## config.mk

```make
export PLATFORM = sky130hd
export DESIGN_NAME = interrupt_read_debounce_controller
export DESIGN_NICKNAME = d
export VERILOG_FILES = /design/src/hdl/irdc_pkg.sv /design/src/hdl/irdc_csr.sv /design/src/hdl/irdc_step.sv /design/src/hdl/interrupt_read_debounce_controller.sv
export SDC_FILE = /design/constraint.sdc
export NUM_CORES = 1
export LEC_CHECK = 0
export BUFFER_PORTS_ARGS = -buffer_cell sky130_fd_sc_hd__buf_2
export CAP_MARGIN = 20
export CORE_ASPECT_RATIO = 1.4
export CORE_UTILIZATION = 50
export CTS_CLUSTER_DIAMETER = 120
export CTS_CLUSTER_SIZE = 40
export DETAILED_ROUTE_END_ITERATION = 10
export GPL_TIMING_DRIVEN = 0
export PLACE_DENSITY = 0.7
export SYNTH_ARGS = -nofsm -noshare
export SYNTH_HDL_FRONTEND = slang
export SYNTH_HIERARCHICAL = 1
export SYNTH_SLANG_ARGS = --single-unit
export TNS_END_PERCENT = 100
```

## constraint.sdc

```tcl
create_clock -name clock -period 6.8 [get_ports clock]
set_clock_uncertainty 0.05 [all_clocks]
set_input_delay 1.36 -clock clock [delete_from_list [all_inputs] [get_ports clock]]
set_output_delay 1.36 -clock clock [all_outputs]
set_load 0.02 [all_outputs]
```

## src/hdl/irdc_pkg.sv

```systemverilog
// Shared types and constants for the interrupt read and debounce controller.
// No dependencies; every other file in hdl/ imports this package.
`default_nettype none

package irdc_pkg;

   // Field widths
   localparam int TimeWidth  = 16;
   localparam int StepWidth  = 8;
   localparam int ByteWidth  = 8;
   localparam int PinWidth   = 16;
   localparam int CodeWidth  = 2;
   localparam int CsrIdxWidth = 2;
   localparam int CsrDataWidth = 16;

   // Packed stream widths, rounded up to whole bytes
   localparam int ReqBits  = 1 + 1 + 2 * ByteWidth + StepWidth;
   localparam int RspBits  = CodeWidth + 1 + PinWidth + CodeWidth;
   localparam int ReqWidth = ((ReqBits + 7) / 8) * 8;
   localparam int RspWidth = ((RspBits + 7) / 8) * 8;

   // Register indexes
   localparam logic [CsrIdxWidth-1:0] CSR_DATA_TIMEOUT   = 2'd0;
   localparam logic [CsrIdxWidth-1:0] CSR_REPEAT_PERIOD  = 2'd1;
   localparam logic [CsrIdxWidth-1:0] CSR_STABILITY_TIME = 2'd2;

   // Register reset values
   localparam logic [TimeWidth-1:0] DATA_TIMEOUT_RST   = 16'd10;
   localparam logic [TimeWidth-1:0] REPEAT_PERIOD_RST  = 16'd50;
   localparam logic [TimeWidth-1:0] STABILITY_TIME_RST = 16'd100;

   // Read request codes
   localparam logic [CodeWidth-1:0] REQ_NONE    = 2'd0;
   localparam logic [CodeWidth-1:0] REQ_CAPTURE = 2'd1;
   localparam logic [CodeWidth-1:0] REQ_PORT    = 2'd2;

   // Warning codes
   localparam logic [CodeWidth-1:0] WARN_NONE       = 2'd0;
   localparam logic [CodeWidth-1:0] WARN_DATA_TMO   = 2'd1;
   localparam logic [CodeWidth-1:0] WARN_CLEAR_TMO  = 2'd2;

   // Controller phase, one-hot
   typedef enum logic [4:0] {
      PH_START      = 5'b00001,
      PH_WAIT_INT   = 5'b00010,
      PH_WAIT_DATA  = 5'b00100,
      PH_DEBOUNCE   = 5'b01000,
      PH_WAIT_CLEAR = 5'b10000
   } phase_type;

   typedef struct packed {
      logic [TimeWidth-1:0] data_timeout;
      logic [TimeWidth-1:0] repeat_period;
      logic [TimeWidth-1:0] stability_time;
   } cfg_type;

   typedef struct packed {
      phase_type            phase;
      logic [TimeWidth-1:0] elapsed;
      logic                 pending;
      logic [PinWidth-1:0]  latched;
   } state_type;

   typedef struct packed {
      logic                 int_level;
      logic                 read_done;
      logic [ByteWidth-1:0] data_low;
      logic [ByteWidth-1:0] data_high;
      logic [StepWidth-1:0] time_step;
   } item_type;

   typedef struct packed {
      logic [CodeWidth-1:0] read_request;
      logic                 update;
      logic [PinWidth-1:0]  pin_value;
      logic [CodeWidth-1:0] warning;
   } result_type;

endpackage

`default_nettype wire

```

## src/hdl/irdc_csr.sv

```systemverilog
// Configuration registers of the interrupt read and debounce controller.
// Depends on irdc_pkg for register indexes, reset values and cfg_type.
`default_nettype none

module irdc_csr
   import irdc_pkg::*;
(
   input  wire logic                    clock,
   input  wire logic                    reset,
   input  wire logic                    csr_we,
   input  wire logic [CsrIdxWidth-1:0]  csr_index,
   input  wire logic [CsrDataWidth-1:0] csr_wdata,
   output cfg_type                      cfg
);

   cfg_type cfg_ff;
   cfg_type cfg_in;

   // Decode the write; unknown indexes are dropped
   always_comb begin
      cfg_in = cfg_ff;
      if (csr_we) begin
         unique case (csr_index)
            CSR_DATA_TIMEOUT:   cfg_in.data_timeout   = csr_wdata;
            CSR_REPEAT_PERIOD:  cfg_in.repeat_period  = csr_wdata;
            CSR_STABILITY_TIME: cfg_in.stability_time = csr_wdata;
            default: ;
         endcase
      end
   end

   always_ff @(posedge clock) begin
      if (reset) begin
         cfg_ff.data_timeout   <= DATA_TIMEOUT_RST;
         cfg_ff.repeat_period  <= REPEAT_PERIOD_RST;
         cfg_ff.stability_time <= STABILITY_TIME_RST;
      end else begin
         cfg_ff <= cfg_in;
      end
   end

   assign cfg = cfg_ff;

endmodule

`default_nettype wire

```

## src/hdl/irdc_step.sv

```systemverilog
// Next-state and result logic for one tick of the controller.
// Depends on irdc_pkg for phase, state, item and result types.
`default_nettype none

module irdc_step
   import irdc_pkg::*;
(
   input  wire cfg_type   cfg,
   input  wire state_type cur,
   input  wire item_type  item,
   output state_type  nxt,
   output result_type res
);

   logic [TimeWidth:0]   sum;
   logic [TimeWidth-1:0] el_sat;
   logic                 pend;

   // Advance the saturating timer and note a completed read
   assign sum    = {1'b0, cur.elapsed} + {{(TimeWidth + 1 - StepWidth){1'b0}}, item.time_step};
   assign el_sat = sum[TimeWidth] ? {TimeWidth{1'b1}} : sum[TimeWidth-1:0];
   assign pend   = cur.pending | item.read_done;

   always_comb begin
      nxt              = cur;
      nxt.elapsed      = el_sat;
      nxt.pending      = pend;
      res.read_request = REQ_NONE;
      res.update       = 1'b0;
      res.warning      = WARN_NONE;

      unique case (cur.phase)
         PH_START: begin
            nxt.pending = 1'b0;
            nxt.phase   = PH_WAIT_INT;
         end
         PH_WAIT_INT: begin
            if (item.int_level) begin
               res.read_request = REQ_CAPTURE;
               nxt.elapsed      = '0;
               nxt.phase        = PH_WAIT_DATA;
            end
         end
         PH_WAIT_DATA: begin
            // Data wins over a timeout in the same tick; warning still shows
            if (el_sat >= cfg.data_timeout) begin
               res.warning = WARN_DATA_TMO;
               nxt.phase   = PH_START;
            end
            if (pend) begin
               if (item.read_done) nxt.latched = {item.data_high, item.data_low};
               nxt.pending = 1'b0;
               res.update  = 1'b1;
               nxt.elapsed = '0;
               nxt.phase   = PH_DEBOUNCE;
            end
         end
         PH_DEBOUNCE: begin
            // Stability test sees the timer after a port read request restarts it
            if (item.int_level && (el_sat >= cfg.repeat_period)) begin
               res.read_request = REQ_PORT;
               nxt.elapsed      = '0;
               nxt.phase        = PH_WAIT_CLEAR;
            end
            if (nxt.elapsed >= cfg.stability_time) nxt.phase = PH_WAIT_INT;
         end
         PH_WAIT_CLEAR: begin
            if (el_sat >= cfg.data_timeout) begin
               res.warning = WARN_CLEAR_TMO;
               nxt.phase   = PH_START;
            end
            if (pend) begin
               nxt.pending = 1'b0;
               nxt.elapsed = '0;
               nxt.phase   = PH_DEBOUNCE;
            end
         end
         default: ;
      endcase

      res.pin_value = nxt.latched;
   end

endmodule

`default_nettype wire

```

## src/hdl/interrupt_read_debounce_controller.sv

```systemverilog
// Top level of the interrupt read and debounce controller.
// Depends on irdc_pkg, irdc_csr and irdc_step.
//
// Usage: each transfer on the req_ channel is one tick: the interrupt line
// level, a read-completion strobe with two data bytes, and the time elapsed
// since the previous tick. Each tick yields exactly one transfer on the rsp_
// channel: the read to request (capture or port registers), an update flag,
// the latched 16-bit pin value and a timeout warning.
// The result of a tick is registered and held in the output register.
// Throughput: one tick per cycle while results are taken; the state and
// timer update together, so the state loop through irdc_step sets the rate.
// Reset returns the controller to its start phase with the timer, pending
// flag and pin value cleared, the registers at 10, 50 and 100, and the
// output register empty.
// A stalled receiver holds the result in the output register; a new tick is
// taken in the same cycle the held result is taken, so req_tready follows
// rsp_tready whenever a result is waiting.
// User must write registers via csr_ with no tick in flight; not enforced.
`default_nettype none

module interrupt_read_debounce_controller
   import irdc_pkg::*;
(
   input  wire logic                    clock,
   input  wire logic                    reset,
   // Tick channel
   input  wire logic                    req_tvalid,
   output logic                         req_tready,
   // tdata from bit 0: int_level, read_done, data_low[7:0], data_high[7:0],
   // time_step[7:0], zero fill
   input  wire logic [ReqWidth-1:0]     req_tdata,
   // Result channel
   output logic                         rsp_tvalid,
   input  wire logic                    rsp_tready,
   // tdata from bit 0: read_request[1:0], update, pin_value[15:0],
   // warning[1:0], zero fill
   output logic [RspWidth-1:0]          rsp_tdata,
   // Configuration writes
   input  wire logic                    csr_we,
   input  wire logic [CsrIdxWidth-1:0]  csr_index,
   input  wire logic [CsrDataWidth-1:0] csr_wdata
);

   cfg_type    cfg;
   item_type   item;
   state_type  state_ff, state_in;
   result_type res_in, res_ff;
   logic       valid_ff, valid_in;
   logic       take;

   irdc_csr u_csr (
      .clock     (clock),
      .reset     (reset),
      .csr_we    (csr_we),
      .csr_index (csr_index),
      .csr_wdata (csr_wdata),
      .cfg       (cfg)
   );

   // Unpack the tick, first field in the low bits
   assign item.int_level = req_tdata[0];
   assign item.read_done = req_tdata[1];
   assign item.data_low  = req_tdata[2 +: ByteWidth];
   assign item.data_high = req_tdata[2 + ByteWidth +: ByteWidth];
   assign item.time_step = req_tdata[2 + 2 * ByteWidth +: StepWidth];

   irdc_step u_step (
      .cfg  (cfg),
      .cur  (state_ff),
      .item (item),
      .nxt  (state_in),
      .res  (res_in)
   );

   // Accept a tick whenever the output register is free or drains this cycle
   assign req_tready = !valid_ff || rsp_tready;
   assign take       = req_tvalid && req_tready;
   assign valid_in   = take || (valid_ff && !rsp_tready);

   always_ff @(posedge clock) begin
      if (reset) begin
         state_ff.phase   <= PH_START;
         state_ff.elapsed <= '0;
         state_ff.pending <= 1'b0;
         state_ff.latched <= '0;
         valid_ff         <= 1'b0;
      end else begin
         valid_ff <= valid_in;
         if (take) state_ff <= state_in;
      end
   end

   // Hold the result until the receiver takes it
   always_ff @(posedge clock) begin
      if (take) res_ff <= res_in;
   end

   assign rsp_tvalid = valid_ff;
   assign rsp_tdata  = {{(RspWidth - RspBits){1'b0}}, res_ff.warning, res_ff.pin_value,
                        res_ff.update, res_ff.read_request};

endmodule

`default_nettype wire
```

* Word level (Yosys, flattened, before mapping)
Cells that the tools add are included.
** Word-level totals
- Register bits after elaboration :: 108
- Word-level logic and storage cells :: 59
** Operators by class
- Add/sub/neg operators :: 1
- Magnitude comparators :: 3
- Equality and inequality tests :: 9
- Muxes and demuxes :: 20
- Bitwise operators :: 1
- Reductions and logical operators :: 13
** Operator list (count)
- $pmux W16 S4 :: 1
- $mux W21 :: 3
- $ge A16 B16 Y1 :: 3
- $mux W16 :: 3
- $mux W38 :: 1
- $pmux W5 S5 :: 1
- $mux W22 :: 1
- $add A16 B8 Y17 :: 1
- $mux W5 :: 2
- $pmux W2 S2 :: 2
- $reduce_and A2 Y1 :: 3
- $eq A5 B1 Y1 const B :: 1
- $eq A5 B2 Y1 const B :: 1
- $eq A5 B3 Y1 const B :: 1
- $eq A5 B4 Y1 const B :: 1
- $eq A5 B5 Y1 const B :: 1
- $reduce_bool A5 Y1 :: 1
- $mux W2 :: 2
- $reduce_and A4 Y1 :: 1
- $logic_and A1 B1 Y1 :: 3
- $mux W1 :: 3
- $ne A3 B1 Y1 const B :: 1
- $pmux W1 S3 :: 1
- $eq A2 B1 Y1 const B :: 1
- other kinds (6) :: 8

* Depth between registers and ports, before layout
Gate-level depths: netlist of run 1.
- Depth after elaboration :: 9
- Gate-level depth with buffers :: 25
- Gate-level depth less buffers :: 23

* Cells and area by module
Netlist of run 1, hierarchy kept.
** Modules (own cells, without submodules)
- irdc_step :: instances 1, cells an instance 384, area each 2638.8 µm², sequential area each 0.0 µm²
- interrupt_read_debounce_controller :: instances 1, cells an instance 203, area each 2417.3 µm², sequential area each 1411.4 µm²
- irdc_csr :: instances 1, cells an instance 184, area each 1964.4 µm², sequential area each 960.9 µm²

* Least setup slack after synthesis of run 1
No wires, ideal clock.
- Path type :: input to register
- From :: input req_tdata[18]
- To :: register state_ff[34] (netlist bit)
- Library setup time :: 0.133 ns
- Arrival :: 6.021 ns
- Required time :: 6.617 ns
- Slack :: 0.596 ns
- Stages :: 24
- Path buffers :: 2
- Cell sequence :: ha_1 -> fa_1 -> a211oi_1 -> o21bai_1 -> o211ai_1 -> nand2_1 -> mux2i_1 -> inv_1 -> ha_1 -> and3_1 -> nand2_1 -> o41ai_1 -> buf_2 -> buf_2 -> nor2_1 -> ha_1 -> o211ai_1 -> a21oi_1 -> o41a_1 -> o21ai_0 -> a31oi_1 -> a221o_1 -> nand3_1 -> a21oi_2
** RTL lines
- from (decl) :: line interrupt_read_debounce_controller.sv:31 : input wire logic [ReqWidth-1:0] req_tdata,
- to (signal assigned) :: line interrupt_read_debounce_controller.sv:89 : if (take) state_ff <= state_in;
- to (decl) :: line interrupt_read_debounce_controller.sv:46 : state_type state_ff, state_in;

==> results of run 1 <==
==> layer usage <==
| metal | share of wire, % | vias to the layer above | track usage (%) |
|---|---|---|---|
| li1 | - | 2826 | - |
| met1 | 42 | 2671 | 26.32 |
| met2 | 53 | 108 | 42.00 |
| met3 | 3.0 | 29 | 2.898 |
| met4 | 2.5 | 0 | 9.248 |
| met5 | 0 | - | 0 |
==> registers in the layout, summed over array words and instances (netlist names) <==
| name | count |
|---|---|
| u_csr/cfg | 48 |
| rsp_tdata | 21 |
| state_ff | 38 |
| rsp_tvalid | 1 |
==> final cells by class <==
type | count | share of cell area (%)
multi-input cells | 536 | 50.82
flip-flops and latches | 108 | 29.72
plain buffers | 63 | 5.377
repair buffers | 71 | 4.483
inverters | 66 | 3.104
well taps | 182 | 2.853
clock buffers | 9 | 2.822
clock inverters | 7 | 0.8152
==> through the flow <==
step / worst slack, ns / instance area (sq um) / utilization [%] / setup TNS (ns) / cells
final: 0.2217 / 7981 / 59.06 / 0 / 1042
after global routing: -0.02388 / 7981 / 59.06 / -0.02388 / 1042
after CTS: 0.01537 / 7915 / 58.57 / 0 / 1042
after detailed placement: -0.6755 / 7606 / 56.29 / -1.716 / 1025
after global placement: -0.5775 / 7606 / 56.29 / -1.433 / 1025
after floorplan: 0.5957 / 7028 / - / 0 / 773
==> power by group through the flow <==
stage | Sequential [mW] | Clock, mW | Combinational (mW)
floorplan | 0.708 | 0 | 0.282
global placement | 0.704 | 0 | 0.385
detailed placement | 0.704 | 0 | 0.400
CTS | 0.689 | 0.531 | 0.405
global route | 0.693 | 0.553 | 0.463
finish | 0.689 | 0.520 | 0.417
==> worst reg2reg max path: cells and delay by family (launching register included) <==
family,cells,cell delay [ns]
AOI/OAI and AO/OA,13,2.78
adders and majority gates,4,1.22
buffers and inverters,3,0.52
and+or+nand+nor,4,0.50
DFF,1,0.32
muxes,1,0.30
==> cells by family (layout without fill, tap and decap cells) <==
family	after synthesis	after routing	share of synthesized area, %
simple gates	236	236	18.05
compound gates	161	161	16.82
buf+inv	129	216	9.570
flops	108	108	33.79
mux	73	73	10.69
fa+ha+maj	57	57	10.27
xor+xnor	6	6	0.7487
other cells	1	3	0.05342
==> cell usage after synthesis, types with 10 or more instances <==
master,n,share of area [%]
buf_2,15,1.1
buf_4,21,2.2
dfxtp_1,87,25
edfxtp_1,21,9.0
ha_1,56,10
buf_6,12,1.9
nand2_1,24,1.3
a21oi_1,55,3.9
o21ai_0,15,1.1
a21bo_1,27,3.8
a21oi_2,10,1.2
mux2_2,16,2.6
a21bo_2,10,1.4
inv_1,66,3.5
nand2b_1,63,5.6
mux2i_1,57,8.1
nand3_1,44,3.1
nor2_1,57,3.0
nor2_2,11,0.98
clkbuf_1,15,0.80
==> final timing paths <==
path | start | to | slack, ns | cells past startpoint
setup / recovery | req_tdata[18] | state_ff[34] | 0.22 | 26
hold / removal | u_csr/cfg[12] | u_csr/cfg[12] | 0.43 | 2
setup reg to reg | state_ff[17] | state_ff[34] | 0.99 | 25
hold reg to reg | u_csr/cfg[12] | u_csr/cfg[12] | 0.43 | 2
==> timing repair <==
item	4_1_cts	5_1_grt
endpoints found under the setup margin	3	3
pin swaps	1	0
resized for setup	3	15
buffers inserted	1	0
==> flow_metrics.py, run 1 <==
metrics = {
    "clocking": {
        "path_clk_slew_ns": 0.07,
        "cts_tree": "yes",
        "clock_path_buffers": 2,
        "cts_buffers": 9,
        "postCtsHoldBufs": 0,
        "clk_latency_ns": 0.35,
        "clock_sinks": 108,
        "cts-root-buf": "clkbuf_16",
        "h-tree-depth": 3,
    },
    "floorplanning": {
        "chipWidth_um": 102.1,
        "ios": 81,
        "coreArea_sq_um": 13510,
        "die_area_sq_um": 14530,
        "die_h_um": 142.2,
        "initial_core_util_pct": 51.95,
        "rows": 50,
    },
    "cells_and_area": {
        "layout_common_cells": "87 x dfxtp_1, 83 x buf_2, 66 x inv_1",
        "fillers": 1218,
        "drive_gt1_share_pct": 23.14,
        "antennaDiodeCount": 0,
        "final_common_cell": "dfxtp_1",
        "layout.nets": 967,
        "multi_input_area_sq_um": 4056,
        "regArea_sq_um": 2372,
        "syn2layout_area_growth_pct": 13.69,
    },
    "routing": {
        "drt_iter0_drc": 212,
        "antenna_left": 0,
        "wl_per_cell_um": 15.43,
        "via_count": 5634,
        "drt-pass1-iter-count": 4,
        "drc": 0,
        "wl_um": 16080,
        "vias_per_cell": 5.407,
    },
    "power_and_ir_drop": {
        "p_leak_nw": 3.644,
        "power.internal_mw": 1.132,
        "p_switching_mw": 0.4954,
        "pwr-share-clk_pct": 32.0,
        "power_frac_comb_pct": 25.7,
        "powerDensity_nw_per_um2": 203.8,
        "ir_worst_vdd_uv": 110.3,
        "power_mw": 1.627,
        "sw_frac_of_total_pct": 30.45,
        "sequentialPowerShare_pct": 42.4,
    },
    "critical_path": {
        "crit_type": "in2reg",
        "max_stage_delay_ns": 0.44,
        "crit_family": "compound AO/OA/AOI/OAI gates",
        "worstPathArrival_ns": 6.74,
        "endpoint_kind": "register",
        "critPathMaxFanout": 10,
        "critPathBufInv": 4,
        "cpMostUsedCell": "ha_1",
        "critPathLaunchType": "primary input",
        "critPathRequiredTime_ns": 6.97,
        "cpMaxStageDelayCell": "fa_1",
    },
    "global_routing": {
        "grt_pass1_vias": 5659,
        "grt_max_degree": 23,
        "grt_pass1_wl_um": 26400,
        "antenna_found_initial": 0,
        "grt.total_usage_pct": 22.91,
        "grt_remaining_overflow": 0,
    },
    "logic_synthesis": {
        "syn_inst": 771,
        "synth_top_flop_cell": "dfxtp_1",
        "async_flop_share_pct": 0,
        "synth_cell_type_count": 65,
        "ys_seq_area_share_pct": 33.79,
        "synth-edff-count": 21,
        "netlist_area_sq_um": 7020,
        "yosysWarnings": 6,
        "syn_avg_cell_area_sq_um": 9.106,
        "ys_ff_latch": 108,
    },
    "sta": {
        "max_freq_ghz": 0.1520,
        "holdWs_ns": 0.4291,
        "relSlewSlack_pct": 47.26,
        "report.final.slew_viol_count": 0,
        "hold_viol": 0,
        "setup_viol": 0,
        "min_period_over_period_pct": 96.74,
        "worst_pin_slew_ns": 0.7711,
        "fin_crit_ns": 6.578,
    },
    "job": {
        "max_cap_viol_count": 0,
    },
    "place": {
        "place_congestion": 0.9491,
        "dp_hpwl_um": 12540,
        "io_buffers": 70,
    },
    "outcome": {
        "status": "finished, final reports clean",
    },
    "min_path": {
        "hold_path.class": "reg2reg",
    },
}
(Power assumes the default switching activity.)
==> run 2: changes to the inputs <==
--- a/config.mk
+++ b/config.mk
@@ -8,7 +8,9 @@
 export BUFFER_PORTS_ARGS = -buffer_cell sky130_fd_sc_hd__buf_2
 export CAP_MARGIN = 20
 export CORE_ASPECT_RATIO = 1.4
+export CORE_MARGIN = 5
 export CORE_UTILIZATION = 50
+export CTS_BUF_LIST = sky130_fd_sc_hd__clkbuf_8
 export CTS_CLUSTER_DIAMETER = 120
 export CTS_CLUSTER_SIZE = 40
 export DETAILED_ROUTE_END_ITERATION = 10
==> run 2 against run 1 <==
Sequential power is essentially flat. Sequential share of layout area grew 0.51 points. Hold slack lost 0.0012 ns. Count of clock-buffer cells in the layout is the same. Highest routed layer unchanged.
==> flow_metrics.py, run 2 (synthesized netlist as in run 1, its figures left out) <==
metrics = {
    "outcome": {
        "status": "finished, final reports clean",
    },
    "cells_and_area": {
        "largest_reg_flops": 48,
        "layout.nets": 967,
        "multi_input_area_sq_um": 4044,
        "fillers": 1294,
        "utilization_pct": 56.67,
        "antennaDiodeCount": 0,
        "syn2layout_area_growth_pct": 11.78,
        "regArea_sq_um": 2372,
        "drive_gt1_share_pct": 23.26,
        "final_common_cell": "dfxtp_1",
        "layout_common_cells": "87 x dfxtp_1, 84 x buf_2, 67 x inv_1",
    },
    "routing": {
        "via_count": 5445,
        "drt_iter0_drc": 133,
        "vias_per_cell": 5.211,
        "wl_per_cell_um": 14.65,
        "drt-pass1-iter-count": 4,
        "wl_um": 15310,
        "drc": 0,
        "antenna_left": 0,
    },
    "sta": {
        "rsz0062_at_grt": "false",
        "setup_viol": 0,
        "min_period_over_period_pct": 95.19,
        "finalSetupTns_ns": 0,
        "worst_pin_slew_ns": 0.7193,
        "report.final.slew_viol_count": 0,
        "max_freq_ghz": 0.1545,
        "relSlewSlack_pct": 50.81,
        "setup_slack_ns": 0.3271,
        "fin_crit_ns": 6.473,
        "hold_viol": 0,
    },
    "global_routing": {
        "grt_pass1_wl_um": 25100,
        "grt_max_degree": 23,
        "antenna_found_initial": 0,
        "grt.total_usage_pct": 18.85,
        "grt_remaining_overflow": 0,
        "grt_pass1_vias": 5270,
    },
    "critical_path": {
        "ff2ff_setup_slack_ns": 1.07,
        "endpoint_kind": "register",
        "critPathRequiredTime_ns": 7.00,
        "worstPathArrival_ns": 6.68,
        "endpoint": "state_ff[34]",
        "critPathLaunch": "req_tdata[18]",
        "crit_type": "in2reg",
        "regToRegEndpoint": "state_ff[34]",
        "critPathMaxFanout": 10,
        "rr_worst_depth": 26,
        "critPathLaunchType": "primary input",
        "reg2reg_from": "state_ff[17]",
    },
    "place": {
        "dp_hpwl_um": 12010,
        "place_congestion": 0.8821,
        "io_buffers": 70,
        "dpl_worst_slack_ns": -0.5566,
    },
    "power_and_ir_drop": {
        "p_leak_nw": 3.602,
        "ir_worst_vdd_uv": 110.8,
        "powerDensity_nw_per_um2": 184.1,
    },
    "clocking": {
        "path_clk_slew_ns": 0.10,
        "clock_path_buffers": 2,
        "clock_sinks": 108,
        "cts_buffers": 9,
        "h-tree-depth": 3,
        "cts-root-buf": "clkbuf_8",
        "clk_latency_ns": 0.38,
        "cts_tree": "yes",
    },
    "job": {
        "max_cap_viol_count": 0,
    },
    "floorplanning": {
        "coreArea_sq_um": 13850,
        "chipWidth_um": 110.1,
        "ios": 81,
        "rows": 51,
        "die_area_sq_um": 16540,
        "die_h_um": 150.2,
        "initial_core_util_pct": 50.70,
    },
    "min_path": {
        "hold_path.class": "reg2reg",
    },
}
==> run 2: repair_timing <==
item	in CTS	in global routing
pin swaps	1	0
resized for setup	1	14
endpoints found under the setup margin	3	3
hold buffers	0	0
setup buffers	1	0
==> run 2: where the power goes <==
part / switching (mW) / internal (mW)
logic: 0.234 / 0.168
registers: 0.0133 / 0.676
clock network: 0.221 / 0.132
==> run 2: area by class of cell <==
type                       instances  area share, %
multi-input combinational        536          51.53
inverter                          66          3.157
timing repair buffer              71          4.560
clock inverter                     7         0.5580
clock buffer                       9          1.578
tap                              185          2.950
buffer                            63          5.437
sequential                       108          30.23
==> run 2: worst min-delay path by stage <==
stage	from	to	slack [ns]	cells past startpoint
global placement	u_csr/cfg[39]	u_csr/cfg[39]	0.41	2
CTS	u_csr/cfg[40]	u_csr/cfg[40]	0.43	2
finish	u_csr/cfg[42]	u_csr/cfg[42]	0.43	2
global route	u_csr/cfg[29]	u_csr/cfg[29]	0.45	2
detailed placement	u_csr/cfg[40]	u_csr/cfg[40]	0.41	2
floorplan	u_csr/cfg[19]	u_csr/cfg[19]	0.40	2
==> run 2: worst max-delay path, stage by stage <==
cell and delay [ns]:
buf_2 0.10, ha_1 0.22, fa_1 0.45, a211oi_2 0.28
o21bai_2 0.15, o211ai_1 0.20, buf_4 0.16, nand2_1 0.06
mux2i_2 0.28, inv_1 0.12, ha_1 0.31, a21o_1 0.19
a221o_1 0.31, a32oi_1 0.18, o41ai_2 0.12, clkbuf_4 0.20
buf_2 0.21, nor2_1 0.14, ha_1 0.25, o211ai_1 0.16
a21oi_1 0.06, o41a_1 0.42, o21ai_2 0.21, a31oi_1 0.11
a221o_1 0.28, nand3_1 0.09, a21oi_2 0.05
==> run 2: stage by stage <==
step                instance area, sq um  instances  hold WS, ns  total power [mW]
floorplan                           7028        773       0.3987            0.9907
global placement                    7610       1028       0.4090             1.093
detailed placement                  7610       1028       0.4129             1.099
CTS                                 7785       1045       0.4317             1.452
global route                        7848       1045       0.4523             1.532
finish                              7848       1045       0.4279             1.445
==> run 2: layer usage <==
layer / routed length [um] / up-vias / GRT usage [%]
met5: 0 / - / 0
met4: 336 / 0 / 6.531
met3: 571 / 21 / 2.574
met2: 7617 / 116 / 33.17
met1: 6785 / 2480 / 23.31
li1: - / 2828 / -
==> run 3: changes to the inputs <==
--- a/config.mk
+++ b/config.mk
@@ -14,8 +14,8 @@
 export CTS_CLUSTER_DIAMETER = 120
 export CTS_CLUSTER_SIZE = 40
 export DETAILED_ROUTE_END_ITERATION = 10
-export GPL_TIMING_DRIVEN = 0
 export PLACE_DENSITY = 0.7
+export RECOVER_POWER = 100
 export SYNTH_ARGS = -nofsm -noshare
 export SYNTH_HDL_FRONTEND = slang
 export SYNTH_HIERARCHICAL = 1
==> run 3 against run 2 <==
The flow now finishes with violations (max-capacitance violations, max-slew violations). Register-to-register slack improved by 0.04 ns. Via count fell by 1.8%. Fmax rose by 0.80%. Cell count fell by 3.9%. Count of clock-buffer cells in the layout rose by 1. Die area did not move. Total power rose by 5.0%. Critical path depth fell by 4. Setup slack improved by 0.051 ns. Sequential power barely moved. Utilization fell by 2.6 points.
==> flow_metrics.py, run 3 (synthesized netlist as in run 1, its figures left out) <==
metrics = {
    "sta": {
        "rsz0062_at_grt": "false",
        "finalSetupTns_ns": 0,
        "report.final.slew_viol_count": 89,
        "worst_pin_slew_ns": 2.918,
        "relSlewSlack_pct": -94.51,
        "max_freq_ghz": 0.1557,
        "setup_viol": 0,
        "fin_crit_ns": 6.422,
        "min_period_over_period_pct": 94.43,
        "hold_viol": 0,
    },
    "critical_path": {
        "critPathRequiredTime_ns": 6.98,
        "critPathLaunch": "req_tdata[18]",
        "rr_worst_depth": 22,
        "cpMaxStageDelayCell": "o41ai_2",
        "reg2reg_from": "state_ff[17]",
        "cpMostUsedCell": "ha_1",
        "critPathMaxFanout": 6,
        "critPathLaunchType": "primary input",
        "endpoint_kind": "register",
        "max_stage_delay_ns": 0.70,
        "worstPathArrival_ns": 6.60,
        "crit_type": "in2reg",
        "path_cells": "buf_2, ha_1, fa_1, a211oi_1, o21bai_1, o21a_1, o31ai_1, inv_1, ha_1, and2_0, nand2_1, o41ai_2, buf_4, nor2_1, ha_1, a22o_1, o41a_1, o21ai_0, buf_4, a31oi_1, a221o_1, nand3_1, a21oi_2",
    },
    "clocking": {
        "postCtsHoldBufs": 0,
        "post_cts_buffers": 0,
        "cts-root-buf": "clkbuf_8",
        "clk_latency_ns": 0.37,
        "h-tree-depth": 3,
        "cts_tree": "yes",
        "cts.repair.resized": 0,
        "clock_path_buffers": 2,
        "path_clk_slew_ns": 0.10,
        "clock_sinks": 108,
        "cts_buffers": 9,
    },
    "place": {
        "dp_hpwl_um": 10590,
        "postPlaceCellArea_sq_um": 7371,
        "place_congestion": 0.8528,
        "io_buffers": 71,
    },
    "power_and_ir_drop": {
        "p_leak_nw": 3.333,
        "ir_worst_vdd_uv": 90.12,
        "powerDensity_nw_per_um2": 202.5,
    },
    "global_routing": {
        "grt_pass1_vias": 5210,
        "grt_pass1_wl_um": 24090,
        "grt_max_degree": 111,
        "grt_remaining_overflow": 0,
        "grt.total_usage_pct": 17.85,
        "antenna_found_initial": 0,
    },
    "cells_and_area": {
        "syn2layout_area_growth_pct": 6.737,
        "fillers": 1286,
        "drive_gt1_share_pct": 14.77,
        "final_common_cell": "dfxtp_1",
        "largest_reg_flops": 48,
        "design_area_sq_um": 7493,
        "layout_common_cells": "87 x dfxtp_1, 67 x inv_1, 64 x nand2b_1",
        "layout.nets": 926,
        "antennaDiodeCount": 0,
    },
    "floorplanning": {
        "die_area_sq_um": 16540,
        "ios": 81,
        "rows": 51,
        "die_h_um": 150.2,
        "chipWidth_um": 110.1,
        "coreArea_sq_um": 13850,
        "initial_core_util_pct": 50.70,
    },
    "routing": {
        "wl_um": 14660,
        "drc": 0,
        "wl_per_cell_um": 14.60,
        "antenna_left": 0,
        "drt-pass1-iter-count": 5,
        "vias_per_cell": 5.324,
        "drt_iter0_drc": 223,
        "via_count": 5345,
    },
    "min_path": {
        "hold_depth": 2,
        "hold_path.class": "reg2reg",
        "hold_start": "u_csr/cfg[8]",
    },
    "outcome": {
        "status": "finished, violations left",
        "violations": "max-capacitance violations, max-slew violations",
    },
    "job": {
        "max_cap_viol_count": 2,
    },
}
==> run 3: layout make-up <==
class / instances / area, sq um / area share [%]
Multi-Input combinational cell: 536 / 3934 / 52.50
Sequential cell: 108 / 2372 / 31.66
Timing Repair Buffer: 93 / 491.7 / 6.562
Inverter: 66 / 247.7 / 3.306
Tap cell: 185 / 231.5 / 3.089
Clock buffer: 10 / 137.6 / 1.837
Clock inverter: 6 / 78.83 / 1.052
==> run 3: critical path: cells and delay by family <==
kind / cells / cell delay (ns)
AOI/OAI and AO/OA: 11 / 2.99
adders and majority gates: 4 / 1.22
buffers and inverters: 4 / 0.60
and+or+nand+nor: 4 / 0.45
==> run 3: per-layer routing <==
| layer | wire, um | GRT usage [%] | up-vias | part of all wire (%) |
|---|---|---|---|---|
| li1 | - | - | 2729 | - |
| met1 | 6554 | 23.01 | 2472 | 45 |
| met2 | 7206 | 31.14 | 125 | 49 |
| met3 | 649 | 1.845 | 19 | 4.4 |
| met4 | 245 | 5.484 | 0 | 1.7 |
| met5 | 0 | 0 | - | 0 |
==> run 3: power by group <==
part           leakage [nW]  internal [mW]  switching (mW)
Clock                 0.117          0.215           0.215
Sequential            0.920          0.676          0.0154
Combinational          2.30          0.171           0.225
Total                  3.33           1.06           0.456
==> run 3: stage by stage <==
stage / hold WS [ns] / util (%) / setup slack (ns) / cells / total power, mW
after global routing: 0.4575 / 54.12 / 0.07703 / 1004 / 1.606
after floorplan: 0.3987 / - / 0.5957 / 773 / 0.9907
final: 0.4313 / 54.12 / 0.3785 / 1004 / 1.518
after detailed placement: 0.4177 / 53.23 / 0.05315 / 988 / 1.108
after global placement: 0.4112 / 53.12 / 0.08849 / 987 / 1.094
after CTS: 0.4341 / 54.79 / 0.4306 / 1004 / 1.538
==> run 3: worst paths after layout <==
check                               endpoint  slack (ns)
worst max-delay path            state_ff[34]        0.38
worst min-delay path            u_csr/cfg[8]        0.43
worst max register to register  state_ff[34]        1.11
worst min register to register  u_csr/cfg[8]        0.43
